## src/design/swct_pkg.sv

```systemverilog
// ----------------------------------------------------------------------------
// swct_pkg
// Shared types and codes for the sequential write capture tracker.
// ----------------------------------------------------------------------------
package swct_pkg;

    localparam int unsigned OFF_W   = 63;
    localparam int unsigned LEN_W   = 32;
    localparam int unsigned BYTES_W = 27;
    localparam int unsigned CFG_IDX_W = 3;

    // opcodes
    localparam logic [2:0] OP_OPEN    = 3'd0;
    localparam logic [2:0] OP_WR      = 3'd1;
    localparam logic [2:0] OP_PGWRITE = 3'd2;
    localparam logic [2:0] OP_CLOSE   = 3'd3;
    localparam logic [2:0] OP_CLEANUP = 3'd4;

    // result status codes
    localparam logic [2:0] ST_IGNORED  = 3'd0;
    localparam logic [2:0] ST_OPENED   = 3'd1;
    localparam logic [2:0] ST_ACCEPTED = 3'd2;
    localparam logic [2:0] ST_ABORTED  = 3'd3;
    localparam logic [2:0] ST_LAUNCHED = 3'd4;
    localparam logic [2:0] ST_CLOSED   = 3'd5;
    localparam logic [2:0] ST_CLEARED  = 3'd6;

    // configuration register indexes
    localparam logic [CFG_IDX_W-1:0] REG_MIRROR_EN  = 3'd0;
    localparam logic [CFG_IDX_W-1:0] REG_WRITES_OPT = 3'd1;
    localparam logic [CFG_IDX_W-1:0] REG_WRITE_PERM = 3'd2;
    localparam logic [CFG_IDX_W-1:0] REG_FILE_CAP   = 3'd3;
    localparam logic [CFG_IDX_W-1:0] REG_CONN_CAP   = 3'd4;

    localparam logic [BYTES_W-1:0] FILE_CAP_RESET = 27'd4194304;
    localparam logic [BYTES_W-1:0] CONN_CAP_RESET = 27'd16777216;

    typedef struct packed {
        logic [2:0]       opcode;
        logic [7:0]       handle;
        logic             is_write_open;
        logic [OFF_W-1:0] write_offset;
        logic [LEN_W-1:0] payload_length;
        logic             primary_failed;
    } t_req;

    typedef struct packed {
        logic [7:0]         slot_handle;
        logic [2:0]         status;
        logic [BYTES_W-1:0] launch_length;
        logic               cap_drop;
    } t_rsp;

    // controller to datapath
    typedef struct packed {
        logic load;   // capture the incoming beat, start the slot read
        logic exec;   // evaluate, update state, register the result
    } t_cmd;

endpackage

```

## src/design/swct_in_if.sv

```systemverilog
// ----------------------------------------------------------------------------
// swct_in_if
// Request channel: valid/ready handshake with the request fields.
// ----------------------------------------------------------------------------
interface swct_in_if;
    logic        valid;
    logic        ready;
    logic [2:0]  opcode;
    logic [7:0]  handle;
    logic        is_write_open;
    logic [62:0] write_offset;
    logic [31:0] payload_length;
    logic        primary_failed;

    modport source (
        output valid, opcode, handle, is_write_open, write_offset,
               payload_length, primary_failed,
        input  ready
    );
    modport sink (
        input  valid, opcode, handle, is_write_open, write_offset,
               payload_length, primary_failed,
        output ready
    );
endinterface

```

## src/design/swct_out_if.sv

```systemverilog
// ----------------------------------------------------------------------------
// swct_out_if
// Result channel: valid/ready handshake with the result fields.
// ----------------------------------------------------------------------------
interface swct_out_if;
    logic        valid;
    logic        ready;
    logic [7:0]  slot_handle;
    logic [2:0]  status;
    logic [26:0] launch_length;
    logic        cap_drop;

    modport source (
        output valid, slot_handle, status, launch_length, cap_drop,
        input  ready
    );
    modport sink (
        input  valid, slot_handle, status, launch_length, cap_drop,
        output ready
    );
endinterface

```

## src/design/swct_ram.sv

```systemverilog
// ----------------------------------------------------------------------------
// swct_ram
// Generic single-write, single-read RAM with registered read data.
// ----------------------------------------------------------------------------
module swct_ram #(
    parameter int unsigned WIDTH = 8,
    parameter int unsigned DEPTH = 16,
    localparam int unsigned AW = (DEPTH > 1) ? $clog2(DEPTH) : 1
) (
    input  logic             i_clk,
    input  logic             i_we,
    input  logic [AW-1:0]    i_waddr,
    input  logic [WIDTH-1:0] i_wdata,
    input  logic             i_re,
    input  logic [AW-1:0]    i_raddr,
    output logic [WIDTH-1:0] o_rdata
);
    logic [WIDTH-1:0] r_mem [DEPTH];
    logic [WIDTH-1:0] r_rdata;

    always_ff @(posedge i_clk) begin
        if (i_we) begin
            r_mem[i_waddr] <= i_wdata;
        end
        if (i_re) begin
            r_rdata <= r_mem[i_raddr];
        end
    end

    assign o_rdata = r_rdata;
endmodule

```

## src/design/swct_ctrl.sv

```systemverilog
// ----------------------------------------------------------------------------
// swct_ctrl
// Sequencer: accept a beat, then evaluate it once the result register is free.
// ----------------------------------------------------------------------------
module swct_ctrl
    import swct_pkg::*;
(
    input  logic i_clk,
    input  logic i_rst_n,
    input  logic i_in_valid,
    input  logic i_out_ready,
    output logic o_in_ready,
    output logic o_out_valid,
    output t_cmd o_cmd
);
    localparam logic S_IDLE = 1'b0;
    localparam logic S_EXEC = 1'b1;

    logic r_state, n_state;
    logic r_out_valid, n_out_valid;
    logic can_exec;

    assign o_in_ready = (r_state == S_IDLE);
    assign can_exec   = !r_out_valid || i_out_ready;

    always_comb begin
        o_cmd.load  = (r_state == S_IDLE) && i_in_valid;
        o_cmd.exec  = (r_state == S_EXEC) && can_exec;
        n_state     = r_state;
        n_out_valid = r_out_valid && !i_out_ready;
        unique case (r_state)
            S_IDLE: begin
                if (i_in_valid) n_state = S_EXEC;
            end
            S_EXEC: begin
                if (can_exec) begin
                    n_state     = S_IDLE;
                    n_out_valid = 1'b1;
                end
            end
            default: n_state = S_IDLE;
        endcase
    end

    always_ff @(posedge i_clk) begin
        if (!i_rst_n) begin
            r_state     <= S_IDLE;
            r_out_valid <= 1'b0;
        end else begin
            r_state     <= n_state;
            r_out_valid <= n_out_valid;
        end
    end

    assign o_out_valid = r_out_valid;

`ifndef SYNTHESIS
    a_load_then_exec: assert property (@(posedge i_clk) disable iff (!i_rst_n)
        o_cmd.load |=> r_state == S_EXEC)
        else $error("accepted beat did not move to evaluation");
    a_exec_sets_valid: assert property (@(posedge i_clk) disable iff (!i_rst_n)
        o_cmd.exec |=> r_out_valid)
        else $error("evaluated beat produced no result");
    a_stall_holds: assert property (@(posedge i_clk) disable iff (!i_rst_n)
        (r_state == S_EXEC) && r_out_valid && !i_out_ready |=> r_state == S_EXEC)
        else $error("evaluation left while result register full");
`endif
endmodule

```

## src/design/swct_dp.sv

```systemverilog
// ----------------------------------------------------------------------------
// swct_dp
// Slot table, connection total, configuration and result register.
// ----------------------------------------------------------------------------
module swct_dp
    import swct_pkg::*;
#(
    parameter int unsigned SLOTS = 16
) (
    input  logic                 i_clk,
    input  logic                 i_rst_n,
    input  t_cmd                 i_cmd,
    input  t_req                 i_req,
    input  logic                 i_cfg_we,
    input  logic [CFG_IDX_W-1:0] i_cfg_idx,
    input  logic [BYTES_W-1:0]   i_cfg_data,
    output t_rsp                 o_rsp
);
    localparam int unsigned IW = (SLOTS > 1) ? $clog2(SLOTS) : 1;
    localparam logic [8:0] SLOTS_N = 9'(SLOTS);
    localparam int unsigned PAD_OFF = OFF_W - BYTES_W;
    localparam int unsigned SUM_W = LEN_W + 1;

    logic r_men, r_wopt, r_wperm;
    logic [BYTES_W-1:0] r_fcap, r_ccap;
    logic [SLOTS-1:0] r_active, n_active;
    logic [SLOTS-1:0] r_aborted, n_aborted;
    logic [BYTES_W-1:0] r_total, n_total;
    t_req r_req;
    t_rsp r_rsp, n_rsp;

    logic [BYTES_W-1:0] ram_q, bytes, free_total;
    logic [IW-1:0] idx;
    logic in_range, gate, act, abt;
    logic [SUM_W-1:0] sum_file, sum_conn;
    logic ram_we;
    logic [BYTES_W-1:0] ram_wdata;

    swct_ram #(.WIDTH(BYTES_W), .DEPTH(SLOTS)) u_bytes (
        .i_clk   (i_clk),
        .i_we    (ram_we),
        .i_waddr (idx),
        .i_wdata (ram_wdata),
        .i_re    (i_cmd.load),
        .i_raddr (i_req.handle[IW-1:0]),
        .o_rdata (ram_q)
    );

    assign gate     = r_men && r_wopt && r_wperm;
    assign in_range = {1'b0, r_req.handle} < SLOTS_N;
    assign idx      = r_req.handle[IW-1:0];
    assign act      = in_range && r_active[idx];
    assign abt      = in_range && r_aborted[idx];
    // an inactive slot's RAM word is stale; it reads as empty
    assign bytes    = act ? ram_q : '0;
    assign free_total = (bytes <= r_total) ? (r_total - bytes) : r_total;
    assign sum_file = SUM_W'(bytes) + SUM_W'(r_req.payload_length);
    assign sum_conn = SUM_W'(r_total) + SUM_W'(r_req.payload_length);

    always_comb begin
        n_active  = r_active;
        n_aborted = r_aborted;
        n_total   = r_total;
        ram_we    = 1'b0;
        ram_wdata = '0;
        n_rsp.slot_handle   = r_req.handle;
        n_rsp.status        = ST_IGNORED;
        n_rsp.launch_length = '0;
        n_rsp.cap_drop      = 1'b0;
        if (r_req.opcode == OP_CLEANUP) begin
            n_active  = '0;
            n_aborted = '0;
            n_total   = '0;
            n_rsp.slot_handle = '0;
            n_rsp.status      = ST_CLEARED;
        end else if (gate && in_range) begin
            if (r_req.opcode == OP_OPEN) begin
                if (r_req.is_write_open) begin
                    n_total        = free_total;
                    n_active[idx]  = 1'b1;
                    n_aborted[idx] = 1'b0;
                    ram_we         = 1'b1;
                    n_rsp.status   = ST_OPENED;
                end
            end else if (act) begin
                if (r_req.opcode == OP_PGWRITE) begin
                    n_aborted[idx] = 1'b1;
                    n_rsp.status   = ST_ABORTED;
                end else if (r_req.opcode == OP_WR) begin
                    priority if (abt) begin
                        n_rsp.status = ST_ABORTED;
                    end else if (r_req.primary_failed ||
                                 r_req.write_offset != {{PAD_OFF{1'b0}}, bytes}) begin
                        n_aborted[idx] = 1'b1;
                        n_rsp.status   = ST_ABORTED;
                    end else if (r_req.payload_length == '0) begin
                        n_rsp.status = ST_ACCEPTED;
                    end else if (sum_file > SUM_W'(r_fcap) ||
                                 sum_conn > SUM_W'(r_ccap)) begin
                        n_aborted[idx] = 1'b1;
                        n_rsp.status   = ST_ABORTED;
                        n_rsp.cap_drop = 1'b1;
                    end else begin
                        ram_we       = 1'b1;
                        ram_wdata    = sum_file[BYTES_W-1:0];
                        n_total      = sum_conn[BYTES_W-1:0];
                        n_rsp.status = ST_ACCEPTED;
                    end
                end else if (r_req.opcode == OP_CLOSE) begin
                    if (!abt && bytes != '0 && !r_req.primary_failed) begin
                        n_rsp.status        = ST_LAUNCHED;
                        n_rsp.launch_length = bytes;
                    end else begin
                        n_rsp.status = ST_CLOSED;
                    end
                    n_total        = free_total;
                    n_active[idx]  = 1'b0;
                    n_aborted[idx] = 1'b0;
                end
            end
        end
        if (!i_cmd.exec) ram_we = 1'b0;
    end

    always_ff @(posedge i_clk) begin
        if (!i_rst_n) begin
            r_men     <= 1'b0;
            r_wopt    <= 1'b0;
            r_wperm   <= 1'b0;
            r_fcap    <= FILE_CAP_RESET;
            r_ccap    <= CONN_CAP_RESET;
            r_active  <= '0;
            r_aborted <= '0;
            r_total   <= '0;
        end else begin
            if (i_cfg_we) begin
                unique case (i_cfg_idx)
                    REG_MIRROR_EN:  r_men   <= i_cfg_data[0];
                    REG_WRITES_OPT: r_wopt  <= i_cfg_data[0];
                    REG_WRITE_PERM: r_wperm <= i_cfg_data[0];
                    REG_FILE_CAP:   r_fcap  <= i_cfg_data;
                    REG_CONN_CAP:   r_ccap  <= i_cfg_data;
                    default: ;
                endcase
            end
            if (i_cmd.exec) begin
                r_active  <= n_active;
                r_aborted <= n_aborted;
                r_total   <= n_total;
            end
        end
    end

    // payload registers
    always_ff @(posedge i_clk) begin
        if (i_cmd.load) r_req <= i_req;
        if (i_cmd.exec) r_rsp <= n_rsp;
    end

    assign o_rsp = r_rsp;

`ifndef SYNTHESIS
    a_cleanup_clears: assert property (@(posedge i_clk) disable iff (!i_rst_n)
        i_cmd.exec && r_req.opcode == OP_CLEANUP |=> r_active == '0 && r_total == '0)
        else $error("cleanup left slots or total behind");
    a_closed_gate: assert property (@(posedge i_clk) disable iff (!i_rst_n)
        i_cmd.exec && !gate && r_req.opcode != OP_CLEANUP |=> $stable(r_aborted) &&
            r_rsp.status == ST_IGNORED)
        else $error("closed gate changed a slot");
    a_launch_len: assert property (@(posedge i_clk) disable iff (!i_rst_n)
        i_cmd.exec && n_rsp.status != ST_LAUNCHED |=> r_rsp.launch_length == '0)
        else $error("launch length set without a launch");
`endif
endmodule

```

## src/design/sequential_write_capture_tracker.sv

```systemverilog
// ----------------------------------------------------------------------------
// sequential_write_capture_tracker
// Per-handle write capture slot table with file and connection byte caps.
// A request beat is registered while its word is read from the slot byte RAM,
// and is evaluated into the result register once that register is free. No new
// beat is accepted before that evaluation: the read is followed by the write-back.
// Reset (synchronous, active low) clears slot flags, the total and the result
// valid at once and loads default config; no clearing pass is needed.
// ----------------------------------------------------------------------------
module sequential_write_capture_tracker
    import swct_pkg::*;
#(
    parameter int unsigned SLOTS = 16
) (
    input  logic                 i_clk,
    input  logic                 i_rst_n,
    swct_in_if.sink              i_in,
    swct_out_if.source           o_out,
    input  logic                 i_cfg_we,
    input  logic [CFG_IDX_W-1:0] i_cfg_idx,
    input  logic [BYTES_W-1:0]   i_cfg_data
);
    t_cmd cmd;
    t_req req;
    t_rsp rsp;
    logic in_ready, out_valid;

    assign req.opcode         = i_in.opcode;
    assign req.handle         = i_in.handle;
    assign req.is_write_open  = i_in.is_write_open;
    assign req.write_offset   = i_in.write_offset;
    assign req.payload_length = i_in.payload_length;
    assign req.primary_failed = i_in.primary_failed;

    swct_ctrl u_ctrl (
        .i_clk       (i_clk),
        .i_rst_n     (i_rst_n),
        .i_in_valid  (i_in.valid),
        .i_out_ready (o_out.ready),
        .o_in_ready  (in_ready),
        .o_out_valid (out_valid),
        .o_cmd       (cmd)
    );

    swct_dp #(.SLOTS(SLOTS)) u_dp (
        .i_clk      (i_clk),
        .i_rst_n    (i_rst_n),
        .i_cmd      (cmd),
        .i_req      (req),
        .i_cfg_we   (i_cfg_we),
        .i_cfg_idx  (i_cfg_idx),
        .i_cfg_data (i_cfg_data),
        .o_rsp      (rsp)
    );

    assign i_in.ready          = in_ready;
    assign o_out.valid         = out_valid;
    assign o_out.slot_handle   = rsp.slot_handle;
    assign o_out.status        = rsp.status;
    assign o_out.launch_length = rsp.launch_length;
    assign o_out.cap_drop      = rsp.cap_drop;
endmodule
```

## src/flat_wrapper.sv

```systemverilog
// flat-port wrapper written by rule: the top's interface ports become plain ports
module sequential_write_capture_tracker_flat import swct_pkg::*;
#(
    parameter int unsigned SLOTS = 16
)
  (i_clk, i_rst_n, i_cfg_we, i_cfg_idx, i_cfg_data, i_in_valid, i_in_opcode, i_in_handle, i_in_is_write_open, i_in_write_offset, i_in_payload_length, i_in_primary_failed, i_in_ready, o_out_valid, o_out_slot_handle, o_out_status, o_out_launch_length, o_out_cap_drop, o_out_ready);
  swct_in_if i_in_i ();
  swct_out_if o_out_i ();
  input  logic i_clk;
  input  logic i_rst_n;
  input  logic i_cfg_we;
  input  logic [CFG_IDX_W-1:0] i_cfg_idx;
  input  logic [BYTES_W-1:0] i_cfg_data;
  input wire logic [$bits(i_in_i.valid)-1:0] i_in_valid;
  input wire logic [$bits(i_in_i.opcode)-1:0] i_in_opcode;
  input wire logic [$bits(i_in_i.handle)-1:0] i_in_handle;
  input wire logic [$bits(i_in_i.is_write_open)-1:0] i_in_is_write_open;
  input wire logic [$bits(i_in_i.write_offset)-1:0] i_in_write_offset;
  input wire logic [$bits(i_in_i.payload_length)-1:0] i_in_payload_length;
  input wire logic [$bits(i_in_i.primary_failed)-1:0] i_in_primary_failed;
  output wire logic [$bits(i_in_i.ready)-1:0] i_in_ready;
  output wire logic [$bits(o_out_i.valid)-1:0] o_out_valid;
  output wire logic [$bits(o_out_i.slot_handle)-1:0] o_out_slot_handle;
  output wire logic [$bits(o_out_i.status)-1:0] o_out_status;
  output wire logic [$bits(o_out_i.launch_length)-1:0] o_out_launch_length;
  output wire logic [$bits(o_out_i.cap_drop)-1:0] o_out_cap_drop;
  input wire logic [$bits(o_out_i.ready)-1:0] o_out_ready;
  assign i_in_i.valid = i_in_valid;
  assign i_in_i.opcode = i_in_opcode;
  assign i_in_i.handle = i_in_handle;
  assign i_in_i.is_write_open = i_in_is_write_open;
  assign i_in_i.write_offset = i_in_write_offset;
  assign i_in_i.payload_length = i_in_payload_length;
  assign i_in_i.primary_failed = i_in_primary_failed;
  assign i_in_ready = i_in_i.ready;
  assign o_out_valid = o_out_i.valid;
  assign o_out_slot_handle = o_out_i.slot_handle;
  assign o_out_status = o_out_i.status;
  assign o_out_launch_length = o_out_i.launch_length;
  assign o_out_cap_drop = o_out_i.cap_drop;
  assign o_out_i.ready = o_out_ready;
  sequential_write_capture_tracker #(.SLOTS(SLOTS)) u_core (.i_clk(i_clk), .i_rst_n(i_rst_n), .i_in(i_in_i), .o_out(o_out_i), .i_cfg_we(i_cfg_we), .i_cfg_idx(i_cfg_idx), .i_cfg_data(i_cfg_data));
endmodule
```

## config.mk

```make
export PLATFORM = sky130hd
export DESIGN_NAME = sequential_write_capture_tracker_flat
export DESIGN_NICKNAME = d
export VERILOG_FILES = /design/src/design/swct_pkg.sv /design/src/design/swct_in_if.sv /design/src/design/swct_out_if.sv /design/src/design/swct_ram.sv /design/src/design/swct_ctrl.sv /design/src/design/swct_dp.sv /design/src/design/sequential_write_capture_tracker.sv /design/src/flat_wrapper.sv
export SDC_FILE = /design/constraint.sdc
export NUM_CORES = 1
export LEC_CHECK = 0
export ABC_CLOCK_PERIOD_IN_PS = 7400
export BUFFER_PORTS_ARGS = -buffer_cell sky130_fd_sc_hd__buf_2
export CORE_MARGIN = 8
export CORE_UTILIZATION = 54
export DETAILED_ROUTE_END_ITERATION = 8
export GPL_TIMING_DRIVEN = 1
export PLACE_DENSITY_LB_ADDON = 0.1
export SLEW_MARGIN = 5
export SYNTH_ARGS = -nofsm -noshare
export SYNTH_HDL_FRONTEND = slang
export SYNTH_SLANG_ARGS = --single-unit
```

## constraint.sdc

```tcl
create_clock -name i_clk -period 7.4 [get_ports i_clk]
set_clock_uncertainty 0.2 [all_clocks]
set_input_delay 0.37 -clock i_clk [delete_from_list [all_inputs] [get_ports i_clk]]
set_output_delay 0.37 -clock i_clk [all_outputs]
set_load 0.05 [all_outputs]
```

Word-level counts from Yosys, hierarchy flattened

Memory sizes are Yosys's and may differ from the RTL's. A register that Yosys moved wholly into a read port is not among the register bits.
Index checks and enable logic that the tools add are counted.

Reduce and logical (&&, ||, !) cells: 38
Multiplexer cells: 90
Bitwise operators: 11
$add $sub $neg: 3
$lt $le $gt $ge: 6
Equality and inequality tests: 19

Operator list:

| cell                 | count |
|---|---|
| $mux W27             | 26 |
| $mux W16             | 20 |
| $add A27 B32 Y33     | 2 |
| $gt A33 B27 Y1       | 2 |
| $ne A63 B27 Y1       | 1 |
| $mux W31             | 2 |
| $mux W28             | 2 |
| $and A16 B16 Y16     | 2 |
| $logic_not A32 Y1    | 1 |
| $mux W1              | 32 |
| $or A16 B16 Y16      | 2 |
| $mux W30             | 1 |
| $le A27 B27 Y1       | 1 |
| $reduce_bool A27 Y1  | 1 |
| $sub A27 B27 Y27     | 1 |
| $ne A4 B4 Y1 const B | 4 |
| $not A16 Y16         | 1 |
| $eq A3 B2 Y1 const B | 4 |
| $logic_and A1 B1 Y1  | 11 |
| $reduce_and A10 Y1   | 1 |
| $reduce_and A2 Y1    | 5 |
| $mux W3              | 3 |
| $ne A3 B3 Y1 const B | 3 |
| $reduce_or A9 Y1     | 1 |
| 23 further kinds     | 38 |

Logic and storage cells: 189
Memories: 1
Bits in writable memories: 432
Register bits: 265
Output and inout port bits: 41
Input bits: 143

Memory list:

| memory                    | depth | width | read ports | clocked after memory_dff | wr ports | line           | source |
|---|---|---|---|---|---|---|---|
| u_core.u_dp.u_bytes.r_mem | 16    | 27    | 1          | 1                        | 1        | swct_ram.sv:18 | `logic [WIDTH-1:0] r_mem [DEPTH];` |

Depth between registers and ports, before layout

Depth in word-level cells: 20
Gate-level depth with buffers: 35
Mapped depth without buffers: 29

Modules after synthesis

A second synthesis with hierarchy kept.

Cell total of the unflattened synthesis: 2702
Area total of the unflattened synthesis: 34689.5 um^2

By module, submodules not included:

| module    | area each (um^2) | seq. area each (um^2) | cells each | instances |
|---|---|---|---|---|
| swct_dp   | 17423.0          | 6736.5                | 1983       | 1 |
| swct_ram  | 17164.0          | 13783.2               | 710        | 1 |
| swct_ctrl | 102.6            | 40.0                  | 9          | 1 |

Worst setup path after synthesis

OpenSTA, ideal clock, no wires.

Path type: flip-flop to flip-flop
Start: reg u_core.u_dp.r_req[104] (netlist name)
End: mem u_core.u_dp.u_bytes.r_mem[10][0] (netlist name), enable pin
Clock period less this slack: 7683 ps
Library setup time: 411 ps
Setup slack: -283 ps
Arrival time: 7072 ps
Buffers on the path: 3
Stages on the path, launching flop included: 33
Required time: 6789 ps
Path through: edfxtp_1 > or4_4 > nor2_1 > nand3_1 > nand2_1 > clkbuf_1 > buf_1 > nand2_1 > inv_1 > ha_1 > o21ai_1 > a221oi_1 > a221oi_2 > o21a_1 > inv_1 > a211o_1 > a21oi_1 > o21bai_1 > a21oi_1 > xnor2_1 > ha_1 > nand2_1 > o21ai_0 > a211oi_1 > o211ai_1 > nand3_1 > o211ai_1 > a31oi_1 > o21a_1 > nand4_1 > a2111o_1 > buf_6 > nor2_1

Word-level cells in the longest chain between the ends: 19
Elaborated cells between the ends (all ways): 23
Classes of those cells: 1 x add/sub; 2 x order compare; 1 x eq/ne; 14 x mux; 5 x reduce/logical

RTL lines:

| element                         | line           | source |
|---|---|---|
| from (decl)                     | swct_dp.sv:29  | `t_req r_req;` |
| from (signal assigned)          | swct_dp.sv:156 | `if (i_cmd.load) r_req <= i_req;` |
| $lt A8 B5 Y1 *                  | swct_dp.sv:50  | `assign in_range = {1'b0, r_req.handle} < SLOTS_N;` |
| $logic_and A1 B1 Y1 *           | swct_dp.sv:52  | `assign act = in_range && r_active[idx];` |
| $mux W27 *                      | swct_dp.sv:55  | `assign bytes = act ? ram_q : '0;` |
| named net u_core.u_dp.bytes[5]  | swct_dp.sv:32  | `logic [BYTES_W-1:0] ram_q, bytes, free_total;` |
| $add A27 B32 Y33                | swct_dp.sv:57  | `assign sum_file = SUM_W'(bytes) + SUM_W'(r_req.payload_length);` |
| $gt A33 B27 Y1                  | swct_dp.sv:98  | `end else if (sum_file > SUM_W'(r_fcap) \|\|` |
| $logic_or A1 B1 Y1              | swct_dp.sv:98  |  |
| $mux W1                         | swct_dp.sv:98  |  |
| [4 not listed]                  | -              |  |
| $mux W1 *                       | swct_dp.sv:86  | `if (r_req.opcode == OP_PGWRITE) begin` |
| $mux W1 *                       | swct_dp.sv:85  | `end else if (act) begin` |
| $mux W1 *                       | swct_dp.sv:77  | `if (r_req.opcode == OP_OPEN) begin` |
| $mux W1 *                       | swct_dp.sv:76  | `end else if (gate && in_range) begin` |
| $mux W1 *                       | swct_dp.sv:70  | `if (r_req.opcode == OP_CLEANUP) begin` |
| $mux W1 *                       | swct_dp.sv:122 | `if (!i_cmd.exec) ram_we = 1'b0;` |
| $mux W1 *                       | swct_ram.sv:22 | `if (i_we) begin` |
| $mux W1 (not written as such) * | swct_ram.sv:23 | `r_mem[i_waddr] <= i_wdata;` |
| to (decl)                       | swct_ram.sv:18 |  |

The timed path passes the listed nets; every way through them passes the cells marked *.

Worst setup path after layout

Start: reg u_core.u_dp.r_req[104] (netlist name)
End: mem u_core.u_dp.u_bytes.r_mem[9][20] (netlist name), enable pin

Same word-level chain as after synthesis.

==> flow_summary.json <==
{
  "status": "completed",
  "startpoint_type": "register",
  "grt_usage_pct": 28.0,
  "peakVddDrop_uv": 231,
  "pwr-share-comb_pct": 6.9,
  "placed_cells": 3602,
  "cts_tree": "built",
  "stdcell_area_um2": 40900,
  "grt_use_met1_pct": 37.5,
  "synthCells": 2554,
  "clock_sinks": 724,
  "powerDensity_nw_per_um2": 222,
  "finalPower_mw": 9.09,
  "slowest_stage": "or4_4",
  "place_ws_ns": 0.0172,
  "drt_pass1_iterations": 6,
  "crit_family": "compound AO/OA/AOI/OAI gates",
  "critPathCaptureType": "register",
  "syn_area_per_cell_um2": 13.3,
  "clk_pin_slew_worst_paths_ns": 0.06,
  "worstMarginPinSlew_ns": 1.10,
  "avgViaCountPerCell": 6.08,
  "power.switching_mw": 2.10,
  "grt_pass1_wl_mm": 149,
  "hold_viol": 0,
  "n_fill_cell": 4589,
  "clockRootBuffer": "clkbuf_16",
  "path_max_fanout": 16,
  "fmax_ghz": 0.142,
  "port_buffers": 183,
  "synthArstFlopShare_pct": 0,
  "cpPeakStageDelay_ns": 0.59,
  "post_layout_nonfiller_instances": 3883,
  "nNetsFinal": 3256,
  "placementRows": 92,
  "critical_path_required_ns": 7.55,
  "grt_overflow_total": 0,
  "post_dp_cell_area_um2": 36800,
  "power.leakage_nw": 16.1,
  "finalCritPeriodShare_pct": 95.1,
  "synth_edf_count": 606,
  "htreeDepth": 3,
  "setup_viol": 0,
  "routabilityCongestion": 0.985,
  "syn-num-nets": 2835,
  "antenna_found_initial": 3,
  "coreArea_um2": 62600,
  "drv_slew": 0,
  "vias": 23600,
  "area_delta_synth_final_pct": 20.5,
  "use_met3_pct": 4.60,
  "p_int_mw": 6.99,
  "die_w_um": 267,
  "yosys_warnings": 0,
  "die_y_um": 267,
  "ant_nets": 0,
  "critical_path_buf_inv_count": 5,
  "layout-drive-gt1-share_pct": 20.3,
  "seq_power_share_pct": 49.6,
  "cp.arrival_ns": 7.19,
  "clk_path_buf_depth": 3,
  "initial_utilization_pct": 54.3,
  "relSlewSlack_pct": 26.2,
  "grt-busiest-layer": "met2",
  "setup_ws_ns": 0.362,
  "r2r_setup_slack_ns": 0.36,
  "synthesis.area_um2": 34000,
  "clock_power_share_pct": 43.5,
  "io-pin-count": 184,
  "period_needed_ns": 7.04,
  "drt_wl_total_mm": 100,
  "grt_pass1_vias": 23700,
  "clock_latency_ns": 0.65,
  "grt_start_max_net_pins": 71,
  "min-delay-path-class": "in2reg",
  "p_sw_share_pct": 23.1,
  "numCtsBuffers": 77,
  "yosys_most_used_dff": "edfxtp_1",
  "hpwl_mm": 72.8,
  "ys_types": 80,
  "synth_seq_area_share_pct": 60.5,
  "die_area_um2": 71200,
  "use_met2_pct": 45.0,
  "fin_util_pct": 65.4,
  "critical_path_class": "reg2reg",
  "drt_iter0_drc": 2517,
  "wl_per_cell_um": 25.9,
  "yosys_register_bits": 724,
  "maxCapViolCount": 0,
  "post-route-drc-count": 0
}
==> logic make-up (layout without fill, tap and decap cells) <==
kind of cell | after synthesis | count (layout) | synth area share (%)
flops | 724 | 724 | 60.5
fa+ha+maj | 138 | 138 | 5.15
mux | 172 | 172 | 10.2
simple gates | 677 | 677 | 9.34
buf+inv | 231 | 713 | 2.71
compound gates | 533 | 533 | 10.0
other cells | 0 | 1 | 0
xor+xnor | 79 | 79 | 2.04
==> worst paths after layout <==
check,depth (start not counted),endpoint,from
worst max-delay path,32,u_core.u_dp.u_bytes.r_mem[9][20],u_core.u_dp.r_req[104]
worst min-delay path,4,u_core.u_dp.r_wperm,i_cfg_we
worst max register to register,32,u_core.u_dp.u_bytes.r_mem[9][20],u_core.u_dp.r_req[104]
worst min register to register,2,u_core.u_dp.r_fcap[12],u_core.u_dp.r_fcap[12]
==> worst reg2reg max path, delay by kind of cell, from the launching register on <==
kind                       cells  cell delay [ns]
DFF                            1             0.41
xor gates and xnor gates       1             0.18
adders and majority gates      2             0.58
buffers and inverters          5             0.69
AOI/OAI and AO/OA             15             3.03
and+or+nand+nor                9             1.66
==> layout make-up <==
cell class                 count  area (um^2)  area share [%]
inverter                     121          454            1.11
clock inverter                42          552            1.35
sequential                   724        20600            50.2
timing repair buffer         452         3570            8.71
antenna                        1         2.50         0.00611
clock buffer                  98         2040            4.97
multi-input combinational   1599        12700            31.1
tap                          846         1060            2.59
==> synthesized netlist by cell type, types with 13 or more instances <==
cell      instances  share of area, %
edfxtp_1        606                54
nand2_1         239               2.6
nor2_1          163               1.8
a21oi_1         160               2.4
mux4_2          140               9.3
ha_1            135               5.0
inv_1           121               1.3
o21ai_0         121               1.8
dfxtp_1         118               7.0
clkbuf_1         76              0.84
xnor2_1          56               1.4
nand3_1          54              0.80
and3_1           39              0.72
nor3_1           38              0.56
a21o_1           36              0.80
mux2i_1          30              0.88
nand4_1          30              0.55
nor4_1           27              0.50
a22oi_1          23              0.51
xor2_1           23              0.59
buf_1            21              0.23
a211oi_1         19              0.42
nand2b_1         19              0.35
o22ai_1          19              0.35
nor2b_1          18              0.33
and2_1           17              0.31
o211ai_1         17              0.38
a22o_1           13              0.34
o21a_1           13              0.29
==> power by group through the flow <==
stage,logic [mW],clock network (mW),registers (mW)
after detailed placement,0.555,0,4.60
final,0.623,3.95,4.51
after global routing,0.672,4.17,4.51
after global placement,0.548,0,4.59
after CTS,0.616,4.02,4.51
after floorplan,0.330,0,4.61
==> per-stage QoR <==
step                hold slack (ns)  TNS (ns)
detailed placement            0.248         0
CTS                         0.00376         0
floorplan                     0.236   -100.88
global placement              0.244         0
global route                 0.0528     -3.64
finish                       0.0455         0
==> flip-flops by register name, indices dropped and copies added, names as in the netlist <==
register	cells
u_core.u_dp.idx	4
u_core.u_dp.r_total	27
u_core.u_dp.u_bytes.r_mem	432
u_core.u_dp.r_men	1
u_core.u_dp.r_wperm	1
u_core.u_dp.o_rsp	39
u_core.u_ctrl.r_state	1
u_core.u_dp.r_ccap	27
u_core.u_dp.r_wopt	1
u_core.u_ctrl.o_out_valid	1
u_core.u_dp.r_req	104
u_core.u_dp.r_aborted	16
u_core.u_dp.r_active	16
u_core.u_dp.r_fcap	27
u_core.u_dp.u_bytes.o_rdata	27
==> what timing repair did <==
| action | in CTS | in global routing |
|---|---|---|
| resized for setup | 0 | 25 |
| setup buffers | 0 | 0 |
| hold buffers | 138 | 0 |
| endpoints found under the hold margin | 175 | 0 |
| setup endpoints to repair | 0 | 532 |
==> layout by cell type (no fill, tap or decap), drive strengths merged, types with 10 or more instances in the layout <==
| cell type | netlist | routed |
|---|---|---|
| a22o | 13 | 13 |
| o21bai | 11 | 11 |
| nor4 | 27 | 27 |
| nand2b | 19 | 19 |
| nand3 | 54 | 54 |
| o21a | 13 | 13 |
| xor2 | 23 | 23 |
| mux2i | 30 | 30 |
| a21oi | 160 | 160 |
| a211oi | 19 | 19 |
| nand4 | 30 | 30 |
| dfxtp | 118 | 118 |
| o22ai | 19 | 19 |
| mux4 | 140 | 140 |
| inv | 121 | 128 |
| nor2 | 163 | 163 |
| a21o | 36 | 36 |
| o21ai | 130 | 130 |
| nor2b | 18 | 18 |
| a22oi | 25 | 25 |
| and2 | 17 | 17 |
| o2bb2ai | 11 | 11 |
| ha | 135 | 135 |
| a31oi | 11 | 11 |
| dlygate4sd3 | 0 | 138 |
| xnor2 | 56 | 56 |
| and3 | 39 | 39 |
| buf | 34 | 312 |
| clkbuf | 76 | 100 |
| clkinv | 0 | 23 |
| nand2 | 239 | 239 |
| o211ai | 17 | 17 |
| edfxtp | 606 | 606 |
| nor3 | 39 | 39 |
| a221oi | 10 | 10 |
==> metal layers <==
metal	wire [um]	share of wire [%]	vias to the layer above
met5	13	0.013	-
met2	47700	48	955
met3	6880	6.8	224
met1	41000	41	11800
li1	-	-	10700
met4	4800	4.8	2
Note: power is estimated with default switching activity, not from simulation.
